$ cat src/design/tpzr_pkg.sv
// Shared types and constants of the torus point z-buffer raster unit.
package tpzr_pkg;

  localparam int MaxWidth   = 128;
  localparam int MaxHeight  = 64;
  localparam int ColW       = $clog2(MaxWidth);
  localparam int RowW       = $clog2(MaxHeight);
  localparam int AddrW      = ColW + RowW;
  localparam int DepthCells = MaxWidth * MaxHeight;
  localparam int DepthW     = 17;

  localparam logic [DepthW-1:0] DepthMax = '1;
  localparam logic signed [23:0] ZBias   = 24'sd262144;
  localparam logic signed [23:0] OozSatZ = 24'sd131072;
  localparam logic signed [23:0] RingRad = 24'sd32768;
  localparam logic [7:0] WidthMargin     = 8'd30;
  localparam logic [7:0] WidthSplit      = 8'd50;
  localparam logic [3:0] GlyphMax        = 4'd11;
  localparam logic [4:0] NumMulSteps     = 5'd24;
  localparam logic [4:0] NumProjSteps    = 5'd6;
  localparam logic [4:0] CellDivSteps    = 5'd7;
  localparam logic [4:0] DepthDivSteps   = 5'd17;
  localparam logic [21:0] DepthDividend  = 22'd131072;

  localparam logic RegScreenWidth  = 1'b0;
  localparam logic RegScreenHeight = 1'b1;

  typedef struct packed {
    logic               new_frame;
    logic signed [15:0] cos_a;
    logic signed [15:0] sin_a;
    logic signed [15:0] cos_b;
    logic signed [15:0] sin_b;
    logic signed [15:0] cos_tube;
    logic signed [15:0] sin_tube;
    logic signed [15:0] cos_ring;
    logic signed [15:0] sin_ring;
  } sample_t;

  typedef struct packed {
    logic [6:0] column;
    logic [5:0] row;
    logic [3:0] glyph;
  } result_t;

  typedef struct packed {
    logic              ok;
    logic [ColW-1:0]   column;
    logic [RowW-1:0]   row;
    logic [3:0]        glyph;
    logic [DepthW-1:0] ooz;
  } hit_t;

  typedef enum logic [2:0] {
    PH_IDLE, PH_MUL, PH_SUM, PH_PROJ, PH_DIVX, PH_DIVY, PH_DIVZ, PH_DONE
  } phase_e;

  typedef enum logic [1:0] {
    ST_IDLE, ST_BUSY, ST_READ, ST_CHECK
  } state_e;

endpackage

$ cat src/design/tpzr_div.sv
// Restoring divider that produces one quotient bit per cycle.
module tpzr_div (
  input  logic        clk_i,
  input  logic        rst_ni,
  input  logic        start_i,
  input  logic [21:0] rem_i,
  input  logic [16:0] bits_i,
  input  logic [4:0]  steps_i,
  input  logic [21:0] divisor_i,
  output logic        done_o,
  output logic [16:0] quot_o
);
  logic        busy_q, done_q;
  logic [4:0]  cnt_q;
  logic [21:0] rem_q;
  logic [16:0] bits_q, quot_q;
  logic [22:0] shifted;
  logic [23:0] trial;

  assign shifted = {rem_q, bits_q[16]};
  assign trial   = {1'b0, shifted} - {2'b0, divisor_i};

  always_ff @(posedge clk_i or negedge rst_ni) begin
    if (!rst_ni) begin
      busy_q <= 1'b0;
      done_q <= 1'b0;
      cnt_q  <= '0;
    end else begin
      done_q <= 1'b0;
      if (start_i) begin
        busy_q <= 1'b1;
        cnt_q  <= steps_i;
      end else if (busy_q) begin
        cnt_q <= cnt_q - 5'd1;
        if (cnt_q == 5'd1) begin
          busy_q <= 1'b0;
          done_q <= 1'b1;
        end
      end
    end
  end

  always_ff @(posedge clk_i) begin
    if (start_i) begin
      rem_q  <= rem_i;
      bits_q <= bits_i;
      quot_q <= '0;
    end else if (busy_q) begin
      rem_q  <= trial[23] ? shifted[21:0] : trial[21:0];
      bits_q <= {bits_q[15:0], 1'b0};
      quot_q <= {quot_q[15:0], ~trial[23]};
    end
  end

  assign done_o = done_q;
  assign quot_o = quot_q;
endmodule

$ cat src/design/tpzr_geom.sv
// Sequenced rotation, projection and reciprocal depth over one shared multiplier.
module tpzr_geom (
  input  logic              clk_i,
  input  logic              rst_ni,
  input  logic              start_i,
  input  tpzr_pkg::sample_t sample_i,
  input  logic [7:0]        dw_i,
  input  logic [6:0]        h_i,
  output logic              done_o,
  output tpzr_pkg::hit_t    hit_o
);
  tpzr_pkg::phase_e   phase_q;
  logic [4:0]         step_q;
  tpzr_pkg::sample_t  smp_q;
  logic signed [25:0] t_q [24];
  logic signed [23:0] x_q, y_q, z_q, l_q;
  logic signed [31:0] r_q [6];
  logic [6:0]         qx_q;
  logic [5:0]         qy_q;
  logic [16:0]        ooz_q;

  logic signed [23:0] op_a, op_b, cx, cy, ca, sa, cb, sb, ct, st, cp, sp;
  logic signed [47:0] prod;
  logic signed [32:0] numx, numy;
  logic signed [33:0] negx, negy;
  logic               div_start, div_done;
  logic [21:0]        div_rem;
  logic [16:0]        div_bits, div_quot;
  logic [4:0]         div_steps;
  logic               vx, vy;

  assign ca = 24'(smp_q.cos_a);
  assign sa = 24'(smp_q.sin_a);
  assign cb = 24'(smp_q.cos_b);
  assign sb = 24'(smp_q.sin_b);
  assign ct = 24'(smp_q.cos_tube);
  assign st = 24'(smp_q.sin_tube);
  assign cp = 24'(smp_q.cos_ring);
  assign sp = 24'(smp_q.sin_ring);
  assign cx = tpzr_pkg::RingRad + ct;
  assign cy = st;

  always_comb begin
    op_a = '0;
    op_b = '0;
    if (phase_q == tpzr_pkg::PH_PROJ) begin
      case (step_q)
        5'd0:    begin op_a = 24'({1'b0, dw_i[7:1]}); op_b = z_q; end
        5'd1:    begin op_a = 24'({1'b0, dw_i}); op_b = 24'(x_q <<< 1); end
        5'd2:    begin op_a = 24'({1'b0, h_i[6:1]}); op_b = z_q; end
        5'd3:    begin op_a = 24'({1'b0, dw_i}); op_b = y_q; end
        5'd4:    begin op_a = 24'({1'b0, dw_i}); op_b = z_q; end
        default: begin op_a = 24'({1'b0, h_i}); op_b = z_q; end
      endcase
    end else begin
      case (step_q)
        5'd0:    begin op_a = cb; op_b = cp; end
        5'd1:    begin op_a = sa; op_b = sb; end
        5'd2:    begin op_a = 24'(t_q[1]); op_b = sp; end
        5'd3:    begin op_a = cx; op_b = 24'(t_q[0] + t_q[2]); end
        5'd4:    begin op_a = ca; op_b = sb; end
        5'd5:    begin op_a = cy; op_b = 24'(t_q[4]); end
        5'd6:    begin op_a = sb; op_b = cp; end
        5'd7:    begin op_a = sa; op_b = cb; end
        5'd8:    begin op_a = 24'(t_q[7]); op_b = sp; end
        5'd9:    begin op_a = cx; op_b = 24'(t_q[6] - t_q[8]); end
        5'd10:   begin op_a = ca; op_b = cb; end
        5'd11:   begin op_a = cy; op_b = 24'(t_q[10]); end
        5'd12:   begin op_a = ca; op_b = cx; end
        5'd13:   begin op_a = 24'(t_q[12]); op_b = sp; end
        5'd14:   begin op_a = cy; op_b = sa; end
        5'd15:   begin op_a = cp; op_b = ct; end
        5'd16:   begin op_a = 24'(t_q[15]); op_b = sb; end
        5'd17:   begin op_a = ca; op_b = ct; end
        5'd18:   begin op_a = 24'(t_q[17]); op_b = sp; end
        5'd19:   begin op_a = sa; op_b = st; end
        5'd20:   begin op_a = ca; op_b = st; end
        5'd21:   begin op_a = ct; op_b = sa; end
        5'd22:   begin op_a = 24'(t_q[21]); op_b = sp; end
        5'd23:   begin op_a = cb; op_b = 24'(t_q[20] - t_q[22]); end
        default: begin op_a = '0; op_b = '0; end
      endcase
    end
  end

  assign prod = op_a * op_b;
  assign numx = 33'(r_q[0]) + 33'(r_q[1]);
  assign numy = 33'(r_q[2]) - 33'(r_q[3]);
  assign negx = -34'(numx);
  assign negy = -34'(numy);

  always_comb begin
    div_start = 1'b0;
    div_rem   = 22'(numx >>> 7);
    div_bits  = {numx[6:0], 10'b0};
    div_steps = tpzr_pkg::CellDivSteps;
    case (phase_q)
      tpzr_pkg::PH_PROJ: begin
        div_start = (step_q == tpzr_pkg::NumProjSteps - 5'd1);
      end
      tpzr_pkg::PH_DIVX: begin
        div_start = div_done;
        div_rem   = 22'(numy >>> 7);
        div_bits  = {numy[6:0], 10'b0};
      end
      tpzr_pkg::PH_DIVY: begin
        div_start = div_done;
        div_rem   = tpzr_pkg::DepthDividend;
        div_bits  = '0;
        div_steps = tpzr_pkg::DepthDivSteps;
      end
      default: div_start = 1'b0;
    endcase
  end

  tpzr_div u_div (
    .clk_i     (clk_i),
    .rst_ni    (rst_ni),
    .start_i   (div_start),
    .rem_i     (div_rem),
    .bits_i    (div_bits),
    .steps_i   (div_steps),
    .divisor_i (z_q[21:0]),
    .done_o    (div_done),
    .quot_o    (div_quot)
  );

  always_ff @(posedge clk_i or negedge rst_ni) begin
    if (!rst_ni) begin
      phase_q <= tpzr_pkg::PH_IDLE;
      step_q  <= '0;
    end else if (start_i) begin
      phase_q <= tpzr_pkg::PH_MUL;
      step_q  <= '0;
    end else begin
      case (phase_q)
        tpzr_pkg::PH_MUL: begin
          step_q <= step_q + 5'd1;
          if (step_q == tpzr_pkg::NumMulSteps - 5'd1) begin
            phase_q <= tpzr_pkg::PH_SUM;
          end
        end
        tpzr_pkg::PH_SUM: begin
          phase_q <= tpzr_pkg::PH_PROJ;
          step_q  <= '0;
        end
        tpzr_pkg::PH_PROJ: begin
          step_q <= step_q + 5'd1;
          if (step_q == tpzr_pkg::NumProjSteps - 5'd1) begin
            phase_q <= tpzr_pkg::PH_DIVX;
          end
        end
        tpzr_pkg::PH_DIVX: if (div_done) phase_q <= tpzr_pkg::PH_DIVY;
        tpzr_pkg::PH_DIVY: if (div_done) phase_q <= tpzr_pkg::PH_DIVZ;
        tpzr_pkg::PH_DIVZ: if (div_done) phase_q <= tpzr_pkg::PH_DONE;
        default: phase_q <= phase_q;
      endcase
    end
  end

  always_ff @(posedge clk_i) begin
    if (start_i) begin
      smp_q <= sample_i;
    end
    if (phase_q == tpzr_pkg::PH_MUL) begin
      t_q[step_q] <= prod[39:14];
    end
    if (phase_q == tpzr_pkg::PH_SUM) begin
      x_q <= 24'(t_q[3] - t_q[5]);
      y_q <= 24'(t_q[9] + t_q[11]);
      z_q <= 24'(tpzr_pkg::ZBias + 24'(t_q[13]) + 24'(t_q[14]));
      l_q <= 24'(t_q[16] - t_q[18] - t_q[19] + t_q[23]);
    end
    if (phase_q == tpzr_pkg::PH_PROJ) begin
      r_q[step_q[2:0]] <= prod[31:0];
    end
    if (div_done && phase_q == tpzr_pkg::PH_DIVX) qx_q <= div_quot[6:0];
    if (div_done && phase_q == tpzr_pkg::PH_DIVY) qy_q <= div_quot[5:0];
    if (div_done && phase_q == tpzr_pkg::PH_DIVZ) ooz_q <= div_quot;
  end

  always_comb begin
    vx = (!numx[32] && 34'(numx) < 34'(r_q[4])) ||
         (numx[32] && negx < 34'(z_q) && dw_i != 8'd0);
    vy = (!numy[32] && 34'(numy) < 34'(r_q[5])) ||
         (numy[32] && negy < 34'(z_q) && h_i != 7'd0);
    hit_o.ok     = (z_q > 24'sd0) && vx && vy && (l_q > 24'sd0);
    hit_o.column = numx[32] ? '0 : qx_q;
    hit_o.row    = numy[32] ? '0 : qy_q;
    hit_o.glyph  = (l_q[23:11] > 13'(tpzr_pkg::GlyphMax)) ? tpzr_pkg::GlyphMax : l_q[14:11];
    hit_o.ooz    = (z_q <= tpzr_pkg::OozSatZ) ? tpzr_pkg::DepthMax : ooz_q;
  end

  assign done_o = (phase_q == tpzr_pkg::PH_DONE);
endmodule

$ cat config.mk
export PLATFORM = sky130hd
export DESIGN_NAME = tpzr_geom
export DESIGN_NICKNAME = d
export VERILOG_FILES = /design/src/design/tpzr_pkg.sv /design/src/design/tpzr_div.sv /design/src/design/tpzr_geom.sv
export SDC_FILE = /design/constraint.sdc
export NUM_CORES = 2
export LEC_CHECK = 0
export ABC_AREA = 1
export BUFFER_PORTS_ARGS = -buffer_cell sky130_fd_sc_hd__buf_2
export CAP_MARGIN = 0
export CORE_MARGIN = 4
export CORE_UTILIZATION = 50
export CTS_BUF_LIST = sky130_fd_sc_hd__clkbuf_8 sky130_fd_sc_hd__clkbuf_16
export CTS_CLUSTER_SIZE = 30
export DETAILED_ROUTE_END_ITERATION = 6
export HOLD_SLACK_MARGIN = 0.1
export PLACE_DENSITY = 0.66
export SLEW_MARGIN = 15
export SYNTH_ARGS = -nofsm -noshare
export SYNTH_HDL_FRONTEND = slang
export SYNTH_SLANG_ARGS = --single-unit
$ cat constraint.sdc
create_clock -name clk_i -period 10.1 [get_ports clk_i]
set_clock_uncertainty 0.2 [all_clocks]
set_input_delay 2.02 -clock clk_i [delete_from_list [all_inputs] [get_ports clk_i]]
set_output_delay 2.02 -clock clk_i [all_outputs]
set_load 0.1 [all_outputs]
==> flow_summary.toml <==
[floorplan]
core_um2 = 150000
start_util_pct = 50.3
dieArea_um2 = 157000
io_pins = 183
die_w_um = 396
fp.dieH_um = 396
rows = 142

[clock_network]
clock-sinks = 1080
cts_tree = "yes"
clock_path_buffers = 3
clock_latency_ps = 760
h-tree-depth = 3
cts_root_buf = "clkbuf_16"
cts_inserted_buffers = 115
path_clk_slew_ps = 60

[critical_path]
crit_path_end = "t_q[4][23]"
cp_slowest_cell = "fa_1"
path_class = "register to register"
worstSetupEndpointType = "register"
r2r_setup_slack_ps = 320
crit_start = "step_q[0]"
required_ps = 10360
worstSetupStartpointType = "register"
worstReg2RegEnd = "t_q[4][23]"
cpMostUsedCell = "inv_1"
timing.reg2reg.worst_path_depth = 40
critPathArrivalTime_ps = 10040
worstPathMaxFanout = 22
reg2reg_from = "step_q[0]"
cpPeakStageDelay_ps = 600

[logic_synthesis]
ys_seq_area_share_pct = 42.7
syn_nets = 8797
synth.most_common_cell = "nand2_1"
netlist_instances = 7577
synthArstFlopShare_pct = 1.39
synth_edf_count = 1048
netlist_area_um2 = 75400
ys_types = 80
post_synth.cell_area_avg_um2 = 9.95
yosysTopAreaCell = "edfxtp_1"
yosys.area.top_type_share_pct = 41.8
synth_common_cells = "1592 x nand2_1, 1325 x inv_1, 1048 x edfxtp_1"
ys_warn_count = 0
synth-seq-cells = 1080
yosys-top-cells-area = "edfxtp_1 42%, fa_1 14%, ha_1 8.8%"
ys.flop_type = "edfxtp_1"

[global_routing]
track_usage_pct = 28.7
met3_usage_pct = 3.87
grt_pass1_wl_um = 340000
grt_max_degree = 72
antenna_found_initial = 7
met2_usage_pct = 45.6
grt_overflow = 0
met1_usage_pct = 40.0
busiest_layer = "met2"
grt_pass1_vias = 55800

[timing]
rsz0062_at_grt = "false"
finalSetupViolations = 0
finalCriticalPeriod_ps = 9780
finalHoldViolCount = 0
tightest_slew_ps = 1080
slew_viol_final = 0
fmax_mhz = 102
maxSlewHeadroom_pct = 27.4
finalCritPeriodShare_pct = 96.8
finalSetupTns_ps = 0

[layout]
design_area_um2 = 85500
area_growth_pct = 13.4
drive_above_1_share_pct = 11.5
nets = 9265
fin_cells = 10200

[detailed_routing]
num_vias = 56500
routed_wl_um = 225000
post_drt_wl_per_cell_um = 22.1
ant_nets = 0
firstDrtPassIters = 7
via_per_inst = 5.56
drc = 7
first_iter_violations = 5326

[worst_hold_path]
hold_path_class = "register to register"

[status]
violations = "DRC"
status = "finished, violations left"

[place]
port_buffers = 181
dpl.hpwl_um = 173000
routabilityCongestion = 0.987
dp.cells = 9931
dpl-instance-area_um2 = 81300

[run]
cap_viol_max_count = 0
metal layers:
metal  up-vias  part of all wire, %
met3       424                  8.0
met5         -                 0.11
met4         4                  4.7
met2      2379                   46
met1     27700                   42
li1      26100                    -
sequential cells by signal, indices dropped and copies added, names as in the netlist, 17 cells and up:
name and flops:
y_q 24, r_q 192, u_div.quot_o 17, t_q 574, l_q 24, z_q 24
x_q 23, u_div.rem_q 22, ooz_q 17
worst min path at each step:
stage                           startpoint                to  cells after the start
after floorplan           u_div.quot_o[10]         ooz_q[10]                      0
after global placement    u_div.quot_o[14]         ooz_q[14]                      0
after detailed placement  u_div.quot_o[16]         ooz_q[16]                      0
after CTS                 u_div.quot_o[15]  u_div.quot_o[16]                      2
after global routing      u_div.quot_o[10]         ooz_q[10]                      0
final                     u_div.quot_o[15]  u_div.quot_o[16]                      2
cell usage in the layout (no fill, tap or decap), types with 24 or more instances in the layout:
master	count
a21oi_1	367
a221oi_1	70
a22o_1	34
a22oi_1	45
buf_12	42
buf_2	180
buf_4	286
clkbuf_16	116
clkinv_1	24
edfxtp_1	1048
fa_1	542
ha_1	528
inv_1	1345
inv_2	28
nand2_1	1586
nand3_1	265
nand3b_1	26
nand4_1	91
nor2_1	433
nor2_2	30
nor3_1	60
o21ai_0	195
o22ai_1	29
or2_2	40
xnor2_1	80
xor2_1	164
per-stage QoR:
stage                     util, %  hold WS, ps  setup WS [ps]
after floorplan                 -          208            852
after global placement       54.3          214          -37.3
after detailed placement     54.3          220           -223
after CTS                    56.9          223           2.14
after global routing         57.1          243           7.90
final                        57.1          225            323
cell type report:
type	instances	area [um^2]
Clock inverter	93	898
Sequential cell	1080	32200
Timing Repair Buffer	509	3900
Multi-Input combinational cell	4979	37900
Antenna cell	2	5.00
Clock buffer	119	2940
Tap cell	2016	2520
Inverter	1360	5130
Fill cell	12900	64300
repair_timing:
action	in CTS	in global routing
buffers inserted	0	13
resized for setup	9	38
cloned	0	0
pin swaps	0	8
setup endpoints to repair	86	487
hold buffers	0	0
kinds of logic after synthesis:
logic type | share of synthesized area, %
AO/OA/AOI/OAI | 8.08
XOR/XNOR | 3.18
AND/OR/NAND/NOR | 15.0
flip-flops | 42.7
adder cells (fa/ha/maj) | 23.2
buffers and inverters | 7.81
worst max-delay path: cells and delay by family, from the launching register on:
family / cells / cell delay, ps
adders and majority gates: 9 / 4280
DFF: 1 / 440
xor gates and xnor gates: 1 / 230
AOI/OAI and AO/OA: 3 / 840
buffers and inverters: 14 / 1650
and+or+nand+nor: 13 / 1800
Power is not shown: default switching activity piles up to over one toggle a cycle in this logic, so the estimate is an artifact.
